==> config.mk <==
export PLATFORM = sky130hd
export DESIGN_NAME = tohu_queue
export DESIGN_NICKNAME = d
export VERILOG_FILES = /design/src/design/tohu_pkg.sv /design/src/design/tohu_queue.sv
export SDC_FILE = /design/constraint.sdc
export NUM_CORES = 1
export LEC_CHECK = 0
export CAP_MARGIN = 20
export CORE_ASPECT_RATIO = 0.9
export CORE_UTILIZATION = 55
export DETAILED_ROUTE_END_ITERATION = 12
export DONT_BUFFER_PORTS = 1
export GPL_ROUTABILITY_DRIVEN = 0
export PLACE_DENSITY = 0.7
export SLEW_MARGIN = 20
export SYNTH_ARGS = -nofsm -noshare
export SYNTH_HDL_FRONTEND = slang
export SYNTH_SLANG_ARGS = --single-unit
==> constraint.sdc <==
create_clock -name clock -period 7.7 [get_ports clock]
set_clock_uncertainty 0.15 [all_clocks]
set_input_delay 1.54 -clock clock [delete_from_list [all_inputs] [get_ports clock]]
set_output_delay 1.54 -clock clock [all_outputs]
set_load 0.02 [all_outputs]
==> src/design/tohu_pkg.sv <==
// Shared types, constants and helper functions for the timeout header decoder.
package tohu_pkg;

   typedef struct packed {
      logic [7:0] header_byte;
      logic       last_byte;
      logic       empty_header;
   } req_type;

   typedef struct packed {
      logic signed [63:0] timeout_us;
      logic               format_accepted;
   } rsp_type;

   typedef enum logic [1:0] {
      PH_SPACE,
      PH_SIGN,
      PH_DIGITS,
      PH_DONE
   } phase_type;

   typedef enum logic [2:0] {
      UNIT_HOUR,
      UNIT_MIN,
      UNIT_SEC,
      UNIT_MSEC,
      UNIT_USEC,
      UNIT_NSEC,
      UNIT_BAD
   } unit_type;

   typedef struct packed {
      unit_type    unit;
      logic        neg;
      logic [63:0] mag;
   } work_type;

   localparam logic [7:0] CH_TAB   = 8'd9;
   localparam logic [7:0] CH_CR    = 8'd13;
   localparam logic [7:0] CH_SPACE = 8'd32;
   localparam logic [7:0] CH_PLUS  = 8'd43;
   localparam logic [7:0] CH_MINUS = 8'd45;
   localparam logic [7:0] CH_ZERO  = 8'd48;
   localparam logic [7:0] CH_NINE  = 8'd57;
   localparam logic [7:0] CH_HOUR  = 8'd72;
   localparam logic [7:0] CH_MIN   = 8'd77;
   localparam logic [7:0] CH_SEC   = 8'd83;
   localparam logic [7:0] CH_MSEC  = 8'd109;
   localparam logic [7:0] CH_USEC  = 8'd117;
   localparam logic [7:0] CH_NSEC  = 8'd110;

   localparam logic [63:0] MAG_LIMIT      = 64'h8000_0000_0000_0000;
   localparam logic [63:0] MAG_MAX        = 64'h7FFF_FFFF_FFFF_FFFF;
   localparam logic [63:0] MAG_DIV10      = 64'd922337203685477580;
   localparam logic [3:0]  MAG_LAST_DIGIT = 4'd8;

   localparam logic [31:0] SCALE_HOUR = 32'd3600000000;
   localparam logic [31:0] SCALE_MIN  = 32'd60000000;
   localparam logic [31:0] SCALE_SEC  = 32'd1000000;
   localparam logic [31:0] SCALE_MSEC = 32'd1000;
   localparam logic [31:0] SCALE_USEC = 32'd1;

   localparam logic [63:0] NS_BIAS = 64'd500;

   // Divide by 1000 in 16-bit chunks; floor(x * DIV_MAGIC / 2^DIV_SHIFT) is exact for x < 2^26.
   localparam int          DIV_CHUNK_W = 16;
   localparam int          DIV_CHUNKS  = 64 / DIV_CHUNK_W;
   localparam int          DIV_REM_W   = 10;
   localparam int          DIV_X_W     = DIV_REM_W + DIV_CHUNK_W;
   localparam int          DIV_MAGIC_W = 27;
   localparam int          DIV_PROD_W  = DIV_X_W + DIV_MAGIC_W;
   localparam int          DIV_SHIFT   = 36;
   localparam logic [26:0] DIV_MAGIC   = 27'd68719477;

   function automatic unit_type unit_code(input logic [7:0] c);
      unit_type u;
      case (c)
         CH_HOUR: u = UNIT_HOUR;
         CH_MIN:  u = UNIT_MIN;
         CH_SEC:  u = UNIT_SEC;
         CH_MSEC: u = UNIT_MSEC;
         CH_USEC: u = UNIT_USEC;
         CH_NSEC: u = UNIT_NSEC;
         default: u = UNIT_BAD;
      endcase
      return u;
   endfunction

   function automatic logic [31:0] unit_scale(input unit_type u);
      logic [31:0] s;
      case (u)
         UNIT_HOUR: s = SCALE_HOUR;
         UNIT_MIN:  s = SCALE_MIN;
         UNIT_SEC:  s = SCALE_SEC;
         UNIT_MSEC: s = SCALE_MSEC;
         UNIT_USEC: s = SCALE_USEC;
         default:   s = 32'd0;
      endcase
      return s;
   endfunction

endpackage

==> src/design/tohu_queue.sv <==
// Short queue of parsed headers between the front end and the arithmetic pipeline.
module tohu_queue #(
   parameter int DEPTH = 4
) (
   input  logic               clock,
   input  logic               reset,
   input  logic               push,
   input  tohu_pkg::work_type push_rec,
   output logic               full,
   input  logic               pop,
   output logic               pop_valid,
   output tohu_pkg::work_type pop_rec
);

   localparam int PW = (DEPTH > 1) ? $clog2(DEPTH) : 1;
   localparam int CW = $clog2(DEPTH + 1);

   tohu_pkg::work_type mem_ff [DEPTH];
   logic [PW-1:0] wr_ptr_ff, wr_ptr_in;
   logic [PW-1:0] rd_ptr_ff, rd_ptr_in;
   logic [CW-1:0] count_ff, count_in;

   assign full      = (count_ff == CW'(DEPTH));
   assign pop_valid = (count_ff != '0);
   assign pop_rec   = mem_ff[rd_ptr_ff];

   always_comb begin
      wr_ptr_in = wr_ptr_ff;
      rd_ptr_in = rd_ptr_ff;
      count_in  = count_ff;
      if (push) begin
         wr_ptr_in = (wr_ptr_ff == PW'(DEPTH - 1)) ? '0 : wr_ptr_ff + 1'b1;
      end
      if (pop) begin
         rd_ptr_in = (rd_ptr_ff == PW'(DEPTH - 1)) ? '0 : rd_ptr_ff + 1'b1;
      end
      if (push && !pop) begin
         count_in = count_ff + 1'b1;
      end else if (pop && !push) begin
         count_in = count_ff - 1'b1;
      end
   end

   always_ff @(posedge clock) begin
      if (reset) begin
         wr_ptr_ff <= '0;
         rd_ptr_ff <= '0;
         count_ff  <= '0;
      end else begin
         wr_ptr_ff <= wr_ptr_in;
         rd_ptr_ff <= rd_ptr_in;
         count_ff  <= count_in;
      end
   end

   always_ff @(posedge clock) begin
      if (push) begin
         mem_ff[wr_ptr_ff] <= push_rec;
      end
   end

   a_no_overflow: assert property (@(posedge clock) disable iff (reset)
      push |-> !full || pop)
      else $error("push into full queue");

   a_no_underflow: assert property (@(posedge clock) disable iff (reset)
      pop |-> count_ff != '0)
      else $error("pop from empty queue");

endmodule

[Word level (Yosys, flattened, before mapping)]
Memory sizes are Yosys's and may differ from the RTL's. A register that Yosys moved wholly into a read port is not among the register bits.
Cells that the tools add are included.
Word-level totals
  memories kept: 1
  register bits: 7
  input port bits: 72
  word-level logic and storage cells: 25
  output and inout port bits: 70
  memory bits (writable): 272
Cells by class
  add/subtract/negate cells: 4
  equality and inequality tests: 3
  reductions and logical operators: 6
  muxes and demuxes: 8
Memories
  mem_ff: words 4, width 68, read ports 1, clocked after memory_dff 1, write ports 1, RTL line tohu_queue.sv:18  | tohu_pkg::work_type mem_ff [DEPTH];
Operators with widths (number)
  $mux 2: 4
  $mux 3: 2
  $add 2x1->2 const B: 2
  $eq 2x2->1 const B: 2
  $add 3x1->3 const B: 1
  $eq 3x3->1 const B: 1
  $reduce_bool 3->1: 1
  $sub 3x1->3 const B: 1
  $logic_and 1x1->1: 2
  $logic_not 1->1: 2
  $mux 1: 2
  $reduce_bool 2->1: 1

[Longest topological paths before layout]
  depth in word-level cells: 4
  depth in mapped cells: 7
  mapped depth without buffers: 7

[Worst setup path after synthesis]
OpenSTA, ideal clock, no wires.
  path kind: input-to-reg
  from: in push
  to: mem mem_ff[0][0] (netlist name) (enable)
  buffers on the path: 0
  library setup time: 0.433 ns
  cell stages on the path: 1
  setup slack: 3.981 ns
  arrival time: 3.136 ns
  path through: and2_1
Between the ends
  word-level cells in the longest chain between the ends: 2
Ends and longest elaborated chain
  start: declaration: RTL line tohu_queue.sv:7  | input logic push,
  $mux 1: RTL line tohu_queue.sv:57  | if (push) begin
  $mux 1 (not written as such): RTL line tohu_queue.sv:58  | mem_ff[wr_ptr_ff] <= push_rec;
  end: declaration: RTL line tohu_queue.sv:18
Every way passes these cells.

==> flow_summary.toml <==
[layout]
diodes = 0
fin_nets = 494
drive_gt1_frac = 0.257
final_common_cell = "edfxtp_1"
fin_cells = 681
mostFrequentLayoutCells = "272 x edfxtp_1, 68 x mux4_2, 29 x clkbuf_16"
area_growth_pct = 10.8

[setup_path]
r2r_slack_ns = 5.63
startpoint_type = "flop"
critPathArrivalTime_ns = 2.70
reg2reg_from = "wr_ptr_ff[0]"
path_class = "reg2out"
reg2regPathDepth = 2
critical_path.max_fanout = 42
cp.required_ns = 6.01
r2r-end = "mem_ff[3][4]"
critPathCaptureType = "primary output"

[clock_tree]
cts_tree = "done"
worstSkewPairLatency_ns = 0.52
cts_num_sinks = 281
clk_pin_slew_ns = 0.06
clk_path_buf_depth = 3
cts_made_buffers = 28
clock-root-buffer = "clkbuf_16"
h-tree-depth = 1
ctsResizeCount = 0
postCtsSetupRepairBufs = 0
postCtsHoldBufs = 0

[place]
dp.cells = 630
dp_slack_ns = 3.76
io_buffers = 0
dp_hpwl_um = 9450

[die]
start_util = 0.560
dieArea_um2 = 19200
die_w_um = 146
die-height_um = 132
ios = 142
core_um2 = 18300
rows = 47

[job]
maxCapViolations = 0

[detailed_routing]
wl_per_cell_um = 24.2
initialDrtViolationCount = 252
drt-pass1-iter-count = 4
wl_um = 16500
avgViaCountPerCell = 5.90
drc = 0
vias = 4016
drtAntennaViolNets = 0

[timing]
maxSlewViolCount = 0
worst_hold_slack_ns = 0.401
worst_slack_ns = 3.31
rsz0062_at_grt = "false"
worstMarginPinSlew_ns = 1.06
finalCritPeriodShare = 0.570
min_period_ns = 4.39
relSlewSlack = 0.296
setup_violations = 0
hold_violations = 0
max_freq_ghz = 0.228
fin_setup_tns_ns = 0

[synth]
ys_seq_area_frac = 0.812
synth.distinct_cells = 19
synth_warnings = 0
avgSynthCellArea_um2 = 25.7
synthesis.nets = 479
ys_seq_elements = 281
postSynthCellCount = 400
syn_area_um2 = 10300

[outcome]
status = "finished, final reports clean"

[grt]
grtUsageTotal = 0.177
grt_max_degree = 69
grt-ovfl-total = 0
grt_first_pass_wirelength_um = 25400
grt_pass1_vias = 4313
antenna_found_initial = 0

[power_and_ir_drop]
power_leakage_nw = 3.54
finalPower_w = 0.00335
ir_drop_v = 0.000218
p_per_area_nw_per_um2 = 294

[hold_path]
min_from = "rd_ptr_ff[0]"
min_path_cells = 2
holdCritPathClass = "reg2reg"
flip-flops by register name, summed over array words and instances (netlist names), named ones only:
| name | flops |
|---|---|
| wr_ptr_ff | 2 |
| count_ff | 3 |
| mem_ff | 272 |
| rd_ptr_ff | 2 |
power by group:
part           internal [W]  switching, W
logic             0.0000820      0.000139
clock network      0.000824      0.000509
registers           0.00175     0.0000391
total               0.00266      0.000687
area by class of cell:
type	count	area, µm²
clock inverter	10	148
sequential	281	8360
clock buffer	41	771
multi-input combinational	99	1790
inverter	4	15.0
tap	245	307
timing repair buffer	1	7.51
fill	1242	6960
worst max path at each step:
stage / from / endpoint / slack [ns] / cells after the start
floorplan: push / mem_ff[0][0] / 3.98 / 1
global placement: flop / pop_rec[52] / 3.77 / 2
detailed placement: flop / pop_rec[29] / 3.76 / 2
CTS: flop / pop_rec[29] / 3.20 / 2
global route: flop / pop_rec[59] / 3.04 / 2
finish: flop / pop_rec[29] / 3.31 / 2
layer usage:
layer / track usage / vias to the layer above / routed length, µm
met2: 0.272 / 166 / 7760
met5: 0.0105 / - / 0
met1: 0.243 / 2084 / 6780
li1: - / 1737 / -
met3: 0.0701 / 29 / 1720
met4: 0.0336 / 0 / 245
worst max-delay path: stages (launching register included):
cell	delay, ns
dfxtp_4	0.94
buf_4	0.57
mux4_2	0.66
Yosys cell counts, drive strengths merged:
master,instances,share of area
mux2i,4,0.0039
inv,4,0.0015
edfxtp,272,0.79
buf,12,0.012
nor2,7,0.0026
or3,2,0.0012
and2,4,0.0024
a21oi,2,0.00097
o21ai,1,0.00049
xor2,2,0.0017
nor3b,2,0.0015
fa,1,0.0019
mux4,68,0.15
clkbuf,4,0.0015
dfxtp,9,0.018
ha,6,0.0073
per-stage QoR:
stage / utilization / instance area, µm²
2_1_floorplan: - / 10300
3_3_place_gp: 0.571 / 10500
3_5_place_dp: 0.571 / 10500
4_1_cts: 0.621 / 11400
5_1_grt: 0.621 / 11400
6_report: 0.621 / 11400
kinds of logic after synthesis:
kind of cell    after synthesis  synth area share
compound gates                3           0.00146
xor+xnor                      2           0.00170
fa+ha+maj                     7           0.00925
buf+inv                      20            0.0147
flops                       281             0.812
mux                          72             0.153
simple gates                 15           0.00767
Power figures use the tool's default switching activity.
